$ cat src/sv/hdtf_pkg.sv
// shared types, constants and crc helper for the humidity and temperature frame decoder
`default_nettype none

package hdtf_pkg;

  localparam logic [7:0]  CrcPoly    = 8'h31;
  localparam logic [7:0]  CrcInit    = 8'hFF;
  localparam int unsigned FrameLen   = 6;
  localparam int unsigned TempScale  = 17500;
  localparam int unsigned TempOffset = 4500;
  localparam int unsigned HumidScale = 10000;
  localparam int unsigned FullScale  = 65535;
  localparam int unsigned QueueDepth = 2;

  typedef enum logic [1:0] {
    STATUS_OK        = 2'd0,
    STATUS_TEMP_BAD  = 2'd1,
    STATUS_HUMID_BAD = 2'd2
  } status_e;

  typedef struct packed {
    logic [7:0] data_byte;
    logic       frame_start;
  } in_t;

  typedef struct packed {
    logic signed [14:0] temp_centi;
    logic [13:0]        humid_centi;
    status_e            status;
  } out_t;

  typedef struct packed {
    logic [15:0] raw_temp;
    logic [15:0] raw_humid;
    logic        temp_ok;
    logic        humid_ok;
  } frame_t;

  function automatic logic [7:0] crc8_update(logic [7:0] crc, logic [7:0] data);
    logic [7:0] c;
    c = crc ^ data;
    for (int k = 0; k < 8; k++) begin
      c = c[7] ? ((c << 1) ^ CrcPoly) : (c << 1);
    end
    return c;
  endfunction

endpackage

`default_nettype wire

$ cat src/sv/hdtf_front.sv
// front end: frame position, running crc and raw word capture
`default_nettype none

module hdtf_front (
  input  logic            clk_i,
  input  logic            rst_ni,
  input  logic            accept_i,
  input  hdtf_pkg::in_t   in_i,
  output logic            push_o,
  output hdtf_pkg::frame_t frame_o
);
  import hdtf_pkg::*;

  localparam logic [2:0] PosTempMsb  = 3'd0;
  localparam logic [2:0] PosTempLsb  = 3'd1;
  localparam logic [2:0] PosTempCrc  = 3'd2;
  localparam logic [2:0] PosHumidMsb = 3'd3;
  localparam logic [2:0] PosHumidLsb = 3'd4;
  localparam logic [2:0] PosHumidCrc = 3'd5;

  logic [2:0]  byte_pos_q, byte_pos_d;
  logic [7:0]  crc_q, crc_d;
  logic        temp_ok_q, temp_ok_d;
  logic [15:0] raw_temp_q, raw_temp_d;
  logic [15:0] raw_humid_q, raw_humid_d;
  logic [2:0]  pos;
  logic [7:0]  b;

  assign b   = in_i.data_byte;
  assign pos = (in_i.frame_start || (byte_pos_q > 3'(FrameLen - 1))) ? PosTempMsb : byte_pos_q;

  always_comb begin
    byte_pos_d  = byte_pos_q;
    crc_d       = crc_q;
    temp_ok_d   = temp_ok_q;
    raw_temp_d  = raw_temp_q;
    raw_humid_d = raw_humid_q;
    push_o      = 1'b0;
    if (accept_i) begin
      byte_pos_d = pos + 3'd1;
      case (pos)
        PosTempMsb: begin
          raw_temp_d[15:8] = b;
          crc_d            = crc8_update(CrcInit, b);
          temp_ok_d        = 1'b0;
        end
        PosTempLsb: begin
          raw_temp_d[7:0] = b;
          crc_d           = crc8_update(crc_q, b);
        end
        PosTempCrc: begin
          temp_ok_d = (b == crc_q);
          crc_d     = CrcInit;
        end
        PosHumidMsb: begin
          raw_humid_d[15:8] = b;
          crc_d             = crc8_update(CrcInit, b);
        end
        PosHumidLsb: begin
          raw_humid_d[7:0] = b;
          crc_d            = crc8_update(crc_q, b);
        end
        PosHumidCrc: begin
          push_o     = 1'b1;
          crc_d      = CrcInit;
          byte_pos_d = PosTempMsb;
        end
        default: begin
          byte_pos_d = PosTempMsb;
        end
      endcase
    end
  end

  assign frame_o.raw_temp  = raw_temp_q;
  assign frame_o.raw_humid = raw_humid_q;
  assign frame_o.temp_ok   = temp_ok_q;
  assign frame_o.humid_ok  = (b == crc_q);

  always_ff @(posedge clk_i or negedge rst_ni) begin
    if (!rst_ni) begin
      byte_pos_q <= PosTempMsb;
      crc_q      <= CrcInit;
      temp_ok_q  <= 1'b0;
    end else begin
      byte_pos_q <= byte_pos_d;
      crc_q      <= crc_d;
      temp_ok_q  <= temp_ok_d;
    end
  end

  always_ff @(posedge clk_i) begin
    raw_temp_q  <= raw_temp_d;
    raw_humid_q <= raw_humid_d;
  end

endmodule

`default_nettype wire

$ cat src/sv/hdtf_fifo.sv
// short frame queue between the byte front end and the conversion back end
`default_nettype none

module hdtf_fifo #(
  parameter int unsigned Depth = hdtf_pkg::QueueDepth
) (
  input  logic             clk_i,
  input  logic             rst_ni,
  input  logic             push_i,
  input  hdtf_pkg::frame_t frame_i,
  output logic             full_o,
  output logic             valid_o,
  input  logic             pop_i,
  output hdtf_pkg::frame_t frame_o
);
  import hdtf_pkg::*;

  localparam int unsigned PtrW = (Depth > 1) ? $clog2(Depth) : 1;
  localparam int unsigned CntW = $clog2(Depth + 1);

  frame_t          mem_q [Depth];
  logic [PtrW-1:0] wr_ptr_q, wr_ptr_d;
  logic [PtrW-1:0] rd_ptr_q, rd_ptr_d;
  logic [CntW-1:0] count_q, count_d;
  logic            do_push, do_pop;

  assign full_o  = (count_q == CntW'(Depth));
  assign valid_o = (count_q != '0);
  assign frame_o = mem_q[rd_ptr_q];
  assign do_push = push_i && !full_o;
  assign do_pop  = pop_i && valid_o;

  always_comb begin
    wr_ptr_d = wr_ptr_q;
    rd_ptr_d = rd_ptr_q;
    count_d  = count_q;
    if (do_push) begin
      wr_ptr_d = (wr_ptr_q == PtrW'(Depth - 1)) ? '0 : wr_ptr_q + 1'b1;
    end
    if (do_pop) begin
      rd_ptr_d = (rd_ptr_q == PtrW'(Depth - 1)) ? '0 : rd_ptr_q + 1'b1;
    end
    if (do_push && !do_pop) begin
      count_d = count_q + 1'b1;
    end else if (do_pop && !do_push) begin
      count_d = count_q - 1'b1;
    end
  end

  always_ff @(posedge clk_i or negedge rst_ni) begin
    if (!rst_ni) begin
      wr_ptr_q <= '0;
      rd_ptr_q <= '0;
      count_q  <= '0;
    end else begin
      wr_ptr_q <= wr_ptr_d;
      rd_ptr_q <= rd_ptr_d;
      count_q  <= count_d;
    end
  end

  always_ff @(posedge clk_i) begin
    if (do_push) begin
      mem_q[wr_ptr_q] <= frame_i;
    end
  end

endmodule

`default_nettype wire

$ cat src/sv/hdtf_back.sv
// back end: scaling multiply, divide by full scale and output register
`default_nettype none

module hdtf_back (
  input  logic             clk_i,
  input  logic             rst_ni,
  input  logic             frame_valid_i,
  input  hdtf_pkg::frame_t frame_i,
  output logic             pop_o,
  output logic             out_valid_o,
  input  logic             out_stall_i,
  output hdtf_pkg::out_t   out_o
);
  import hdtf_pkg::*;

  localparam logic [30:0] TempMul  = 31'(TempScale);
  localparam logic [29:0] HumidMul = 30'(HumidScale);
  localparam logic [16:0] FullCmp  = 17'(FullScale);

  logic        s1_valid_q;
  logic [30:0] t_prod_q;
  logic [29:0] h_prod_q;
  status_e     status_q;
  logic        out_valid_q;
  out_t        out_q;

  logic        advance, s1_ready;
  logic [14:0] t_q0, t_val;
  logic [13:0] h_q0, h_val;
  logic [16:0] t_rem, h_rem;
  status_e     status_d;

  assign advance  = !out_valid_q || !out_stall_i;
  assign s1_ready = !s1_valid_q || advance;
  assign pop_o    = frame_valid_i && s1_ready;

  always_comb begin
    if (!frame_i.temp_ok) begin
      status_d = STATUS_TEMP_BAD;
    end else if (!frame_i.humid_ok) begin
      status_d = STATUS_HUMID_BAD;
    end else begin
      status_d = STATUS_OK;
    end
  end

  // x / 65535 as (x >> 16) plus one correction step
  assign t_q0  = t_prod_q[30:16];
  assign t_rem = 17'(t_prod_q[15:0]) + 17'(t_q0);
  assign t_val = t_q0 + 15'(t_rem >= FullCmp);
  assign h_q0  = h_prod_q[29:16];
  assign h_rem = 17'(h_prod_q[15:0]) + 17'(h_q0);
  assign h_val = h_q0 + 14'(h_rem >= FullCmp);

  always_ff @(posedge clk_i or negedge rst_ni) begin
    if (!rst_ni) begin
      s1_valid_q  <= 1'b0;
      out_valid_q <= 1'b0;
    end else begin
      if (s1_ready) begin
        s1_valid_q <= frame_valid_i;
      end
      if (advance) begin
        out_valid_q <= s1_valid_q;
      end
    end
  end

  always_ff @(posedge clk_i) begin
    if (pop_o) begin
      t_prod_q <= 31'(frame_i.raw_temp) * TempMul;
      h_prod_q <= 30'(frame_i.raw_humid) * HumidMul;
      status_q <= status_d;
    end
    if (advance && s1_valid_q) begin
      out_q.temp_centi  <= $signed(t_val - 15'(TempOffset));
      out_q.humid_centi <= h_val;
      out_q.status      <= status_q;
    end
  end

  assign out_valid_o = out_valid_q;
  assign out_o       = out_q;

endmodule

`default_nettype wire

$ cat src/sv/humidity_temp_frame_decoder_top.sv
// top level of the humidity and temperature measurement frame decoder
`default_nettype none

// Takes one frame byte per cycle while not stalled (temperature word, its crc-8, humidity
// word, its crc-8; crc polynomial 0x31, start 0xff per word) and gives one result per
// six-byte frame, in hundredths of a degree and of a percent.
// A byte is taken every cycle; input stall rises only when QueueDepth finished frames wait
// in the queue in front of the conversion pipeline, i.e. when the result side stalls.
// frame_start forces the byte to be the first of a new frame.
module humidity_temp_frame_decoder_top #(
  parameter int unsigned QueueDepth = hdtf_pkg::QueueDepth
) (
  input  logic           clk_i,
  input  logic           rst_ni,
  input  logic           in_valid_i,
  output logic           in_stall_o,
  input  hdtf_pkg::in_t  in_i,
  output logic           out_valid_o,
  input  logic           out_stall_i,
  output hdtf_pkg::out_t out_o
);
  import hdtf_pkg::*;

  logic   in_accept;
  logic   push, fifo_full, fifo_valid, pop;
  frame_t front_frame, queue_frame;

  assign in_accept  = in_valid_i && !in_stall_o;
  assign in_stall_o = fifo_full;

  hdtf_front u_front (
    .clk_i    (clk_i),
    .rst_ni   (rst_ni),
    .accept_i (in_accept),
    .in_i     (in_i),
    .push_o   (push),
    .frame_o  (front_frame)
  );

  hdtf_fifo #(
    .Depth (QueueDepth)
  ) u_fifo (
    .clk_i   (clk_i),
    .rst_ni  (rst_ni),
    .push_i  (push),
    .frame_i (front_frame),
    .full_o  (fifo_full),
    .valid_o (fifo_valid),
    .pop_i   (pop),
    .frame_o (queue_frame)
  );

  hdtf_back u_back (
    .clk_i         (clk_i),
    .rst_ni        (rst_ni),
    .frame_valid_i (fifo_valid),
    .frame_i       (queue_frame),
    .pop_o         (pop),
    .out_valid_o   (out_valid_o),
    .out_stall_i   (out_stall_i),
    .out_o         (out_o)
  );

  a_no_push_when_full: assert property (@(posedge clk_i) disable iff (!rst_ni)
    push |-> !fifo_full) else $error("frame pushed into full queue");

  a_humid_range: assert property (@(posedge clk_i) disable iff (!rst_ni)
    out_valid_o |-> (out_o.humid_centi <= 14'(HumidScale)))
    else $error("humidity out of range");

  a_temp_range: assert property (@(posedge clk_i) disable iff (!rst_ni)
    out_valid_o |-> (out_o.temp_centi >= -15'sd4500 && out_o.temp_centi <= 15'sd13000))
    else $error("temperature out of range");

endmodule

`default_nettype wire
$ cat config.mk
export PLATFORM = sky130hd
export DESIGN_NAME = humidity_temp_frame_decoder_top
export DESIGN_NICKNAME = d
export VERILOG_FILES = /design/src/sv/hdtf_pkg.sv /design/src/sv/hdtf_front.sv /design/src/sv/hdtf_fifo.sv /design/src/sv/hdtf_back.sv /design/src/sv/humidity_temp_frame_decoder_top.sv
export SDC_FILE = /design/constraint.sdc
export NUM_CORES = 1
export LEC_CHECK = 0
export ABC_CLOCK_PERIOD_IN_PS = 8200
export BUFFER_PORTS_ARGS = -buffer_cell sky130_fd_sc_hd__buf_2
export CAP_MARGIN = 30
export CORE_UTILIZATION = 50
export CTS_CLUSTER_SIZE = 12
export DETAILED_ROUTE_END_ITERATION = 7
export GPL_ROUTABILITY_DRIVEN = 0
export PLACE_DENSITY = 0.73
export SLEW_MARGIN = 20
export SYNTH_ARGS = -nofsm -noshare
export SYNTH_HDL_FRONTEND = slang
export SYNTH_SLANG_ARGS = --single-unit
$ cat constraint.sdc
create_clock -name clk_i -period 8.2 [get_ports clk_i]
set_clock_uncertainty 0.15 [all_clocks]
set_input_delay 1.23 -clock clk_i [delete_from_list [all_inputs] [get_ports clk_i]]
set_output_delay 1.23 -clock clk_i [all_outputs]
set_load 0.01 [all_outputs]
== Word level (Yosys, flattened, before mapping) ==
Memory sizes are Yosys's and may differ from the RTL's.
Index checks and enable logic that the tools add are counted.
Cells by class
  add/subtract/negate cells: 10
  multipliers: 2
  magnitude comparators: 3
  equality and inequality tests: 7
  multiplexer cells: 29
  bitwise operators: 18
  reductions and logical operators: 31
Operators by type and width (number)
  2-to-1 mux 6 bit: 16
  NOT 3 bit: 16
  greater-or-equal comparator 17 x 16 -> 1 bit, second input constant: 2
  multiplier 16 x 13 -> 29 bit, second input constant: 1
  multiplier 16 x 10 -> 26 bit, second input constant: 1
  case mux 8 bit (3 select lines): 1
  adder 16 x 14 -> 17 bit: 1
  adder 16 x 15 -> 17 bit: 1
  adder 15 x 1 -> 15 bit: 1
  subtractor 15 x 13 -> 15 bit, second input constant: 1
  adder 14 x 1 -> 14 bit: 1
  AND reduction 2 bit: 6
  == test 8 bit: 1
  NOT 8 bit: 1
  XOR 8 bit: 1
  logical AND 1 bit: 7
  == test 3 x 2 -> 1 bit, second input constant: 2
  == test 3 bit, second input constant: 2
  logical NOT 1 bit: 6
  2-to-1 mux 1 bit: 6
  2-to-1 mux 2 bit: 3
  2-to-1 mux 3 bit: 2
  nonzero test 2 bit: 3
  OR reduction 2 bit: 3
  other kinds (12): 15
Storage, ports and cells
  bits in registers: 138
  memory bits (writable): 68
  input bits: 13
  output and inout port bits: 33
  word-level logic and storage cells: 119
  memories: 1
Memory list
  u_fifo.mem_q: words 2, width 34, read ports 1, clocked after memory_dff 0, wr ports 1, line hdtf_fifo.sv:21  | frame_t mem_q [Depth];

== Depth between registers and ports, before layout ==
  word-level depth: 18
  gate-level depth with buffers: 22
  mapped depth without buffers: 19

== Modules after synthesis ==
Synthesis repeated with hierarchy kept, for this count alone.
Unflattened totals
  cell total of the unflattened synthesis: 1261
  area total of the unflattened synthesis: 15145.8 um^2
Modules (own cells, without submodules)
  hdtf_back: times used 1, cells an instance 985, area each 10187.3 um^2, seq. area each 2692.6 um^2
  hdtf_fifo: times used 1, cells an instance 125, area each 2805.2 um^2, seq. area each 2142.1 um^2
  hdtf_front: times used 1, cells an instance 150, area each 2139.6 um^2, seq. area each 1271.2 um^2
  humidity_temp_frame_decoder_top: times used 1, cells an instance 1, area each 13.8 um^2, seq. area each 0.0 um^2

== Worst setup path before layout ==
OpenSTA, ideal clock, no wires.
  kind: register -> register
  from: register u_fifo.rd_ptr_q
  to: register u_back.t_prod_q[28] (data pin)
  library setup time: 0.272 ns
  arrival: 5.602 ns
  required time: 7.778 ns
  setup slack: 2.177 ns
  cell stages (with the launch flop): 21
  path buffers: 2
  clock period less this slack: 6.023 ns
  path through: dfrtp_1 clkbuf_1 buf_1 mux2i_1 inv_1 ha_1 inv_1 fa_1 inv_1 ha_1 fa_1 inv_1 fa_1 inv_1 ha_1 or2_2 and3_2 and2b_4 a221oi_4 a31oi_1 or4b_1
Between the ends
  longest elaborated chain between the ends: 2
RTL lines
  from (decl): line hdtf_fifo.sv:23  | logic [PtrW-1:0] rd_ptr_q, rd_ptr_d;
  from (signal assigned): line hdtf_fifo.sv:57  | rd_ptr_q <= rd_ptr_d;
  memory read (2 x 34 bit)
  multiplier 16 x 13 -> 29 bit: line hdtf_back.sv:71  | t_prod_q <= 31'(frame_i.raw_temp) * TempMul;
  to (signal assigned): line hdtf_back.sv:71
  to (decl): line hdtf_back.sv:21  | logic [30:0] t_prod_q;
No other way between the ends.
A chain may end at the register's enable or synchronous reset.

== Final worst setup path ==
Ends and elaborated chain as after synthesis.

==> metrics <==
Die H=175 um; Post-CTS Resized=0; Reg area=6110 um2; Synth top area share=37.8%; Total GRT Usage=18.1%; grt met2 use=30.2%; area grow syn2layout=10.0%; CP required=8290 ps; Worst-Margin Slew=851 ps; postcts setup bufs=0; top post-synthesis cells by area=edfxtp_1 (38%), ha_1 (17%), fa_1 (11%); cell type with the largest total area after synthesis=edfxtp_1; number of global-route vias before repair=9080; outcome=completed; Final Hold Fails=0; clock tree buffer depth=3; detail-routed net length per standard cell=15.3 um; post-route ant nets=0; FF-to-FF setup slack=2040 ps; fillers=2346; placed cells=1691; Final nets=1629; largest net degree at the start of global routing=58; Clk Latency, worst-skew pair=520 ps; Hold Path Class=reg2reg; relative slew slack=41.7%; gr ovfl total=0; DRC Markers=0; placed instance area=15700 um2; Syn Nets=1566; setup TNS=0 ps; initial core utilization=51.4%; GRT met1 Usage=24.8%; routed via count=9127; fin crit share=75.1%; CP Class=reg2reg; CTS Buf Count=22; initial antenna violation count=0; Cells after Synth=1270; PortBufs=45; Initial DRC Count=428; number of max-cap violations=0; layout cells sized above 1=9.34%; final wirelength=26600 um; Die W=175 um; CTS tree=yes; # setup viols final=0; non-filler cells, final=1733; Pre-Repair DR Iteration Count=4; Ant. Diodes=0; RSZ-0062 raised after global routing=no; cts-stage hold buffer count=0; routing usage on met3=2.13%; clock sinks=206; Multi-input gate area=7970 um2; Post-synth EDFFs=188; Detail Placement HPWL=21000 um; Pins Over Slew Limit=0; WP data arrival=6250 ps; Synth async-reset ratio=8.74%; Top FF cell, synth=edfxtp_1; Finished Cell Area=16400 um2; die footprint=30600 um2; Worst-path clk slew=60 ps; CP Launch Type=flip-flop; Synth Cell Area=14900 um2; # rows=62; post-synthesis cell type count=82; minimum clock period=6160 ps; post-DR vias/cell=5.27; Critical Path Fanout Max=28; first-pass GRT wire length=44500 um; Core Box Area=29100 um2; Crit. End Element=flip-flop; GRT busiest layer=met2; register area share after synthesis=40.8%; syn_area_per_cell=11.8 um2; CTS H-tree lvls=1; Root Buffer=clkbuf_16; Synth Warn #=0; #FFs+latches synth=206; WHS=270 ps; Ports=46; Highest Clock Rate=162 MHz
==> cell type report <==
cell class / count / area share [%]
multi-input combinational: 829 / 48.5
tap: 384 / 2.92
clock inverter: 5 / 0.761
inverter: 223 / 5.09
sequential: 206 / 37.1
timing repair buffer: 51 / 1.84
clock buffer: 35 / 3.77
==> synthesized netlist by cell type (11+ instances only) <==
master    instances
xnor2_1          74
nand4_1          12
mux2i_1          29
ha_1            201
nand3_1          15
o21ai_0          35
nor2_1           52
nand2_1          37
o21a_1           15
nand2b_1         11
fa_1             82
and3_1           13
inv_1           222
a21oi_1          44
a21o_1           14
xor2_1           41
edfxtp_1        188
==> cell usage in the layout, fill, tap and decap left out, types with 22 or more instances in the layout <==
master / Yosys / layout
edfxtp_1: 188 / 188
inv_1: 222 / 221
clkbuf_16: 0 / 22
a21oi_1: 44 / 44
xnor2_1: 74 / 74
ha_1: 201 / 201
fa_1: 82 / 82
nand2_1: 37 / 37
o21ai_0: 35 / 35
xor2_1: 41 / 41
buf_2: 2 / 45
mux2i_1: 29 / 29
nor2_1: 52 / 51
==> through the flow <==
stage	util [%]	setup WS, ps
global placement	53.8	1940
CTS	56.4	1740
detailed placement	53.9	1740
finish	56.5	2040
floorplan	-	2180
global route	56.5	1750
==> layer usage <==
layer | part of all wire (%) | vias up
met3 | 3.4 | 39
met2 | 47 | 165
met4 | 2.2 | 0
met5 | 0 | -
met1 | 48 | 4369
li1 | - | 4554
==> worst paths after layout <==
check	from	to	cells past startpoint
max in group asynchronous	rst_ni	u_front.crc_q[4]	1
worst max-delay path	u_fifo.rd_ptr_q	u_back.t_prod_q[28]	19
worst min register to register	u_back.status_q[0]	u_back.out_o[0]	0
worst max register to register	u_fifo.rd_ptr_q	u_back.t_prod_q[28]	19
min in group asynchronous	rst_ni	u_front.byte_pos_q[0]	1
worst min-delay path	u_back.status_q[0]	u_back.out_o[0]	0
==> sequential cells by signal, indices dropped and copies added, names as in the netlist, 2 cells and up <==
signal and cells:
u_back.status_q 2, u_front.byte_pos_q 3, u_back.t_prod_q 29, u_front.crc_q 8
u_fifo.mem_q 68, u_front.raw_humid_q 16, u_back.out_o 31, u_front.raw_temp_q 16
u_back.h_prod_q 26, u_fifo.count_q 2
==> cell families after synthesis <==
kind of cell    share of synthesized area (%)
mux                                      2.70
simple gates                             7.03
buf+inv                                  5.92
compound gates                           8.97
flops                                    40.8
xor+xnor                                 6.74
fa+ha+maj                                27.8
==> worst max-delay path: stages, from the launching register on <==
cell and delay (ps):
dfrtp_2 520, buf_12 260, mux2i_1 400, inv_1 210
ha_1 330, inv_1 60, fa_1 510, inv_1 50
ha_1 300, fa_1 490, inv_1 60, fa_1 530
inv_1 40, ha_1 350, or2_2 320, and3_2 240
and2b_4 180, a221oi_4 230, a31oi_1 120, or4b_1 540
Power is left out: the tool's default activity adds up to more than one toggle a clock period on the data nets, which glitch-free logic cannot reach.
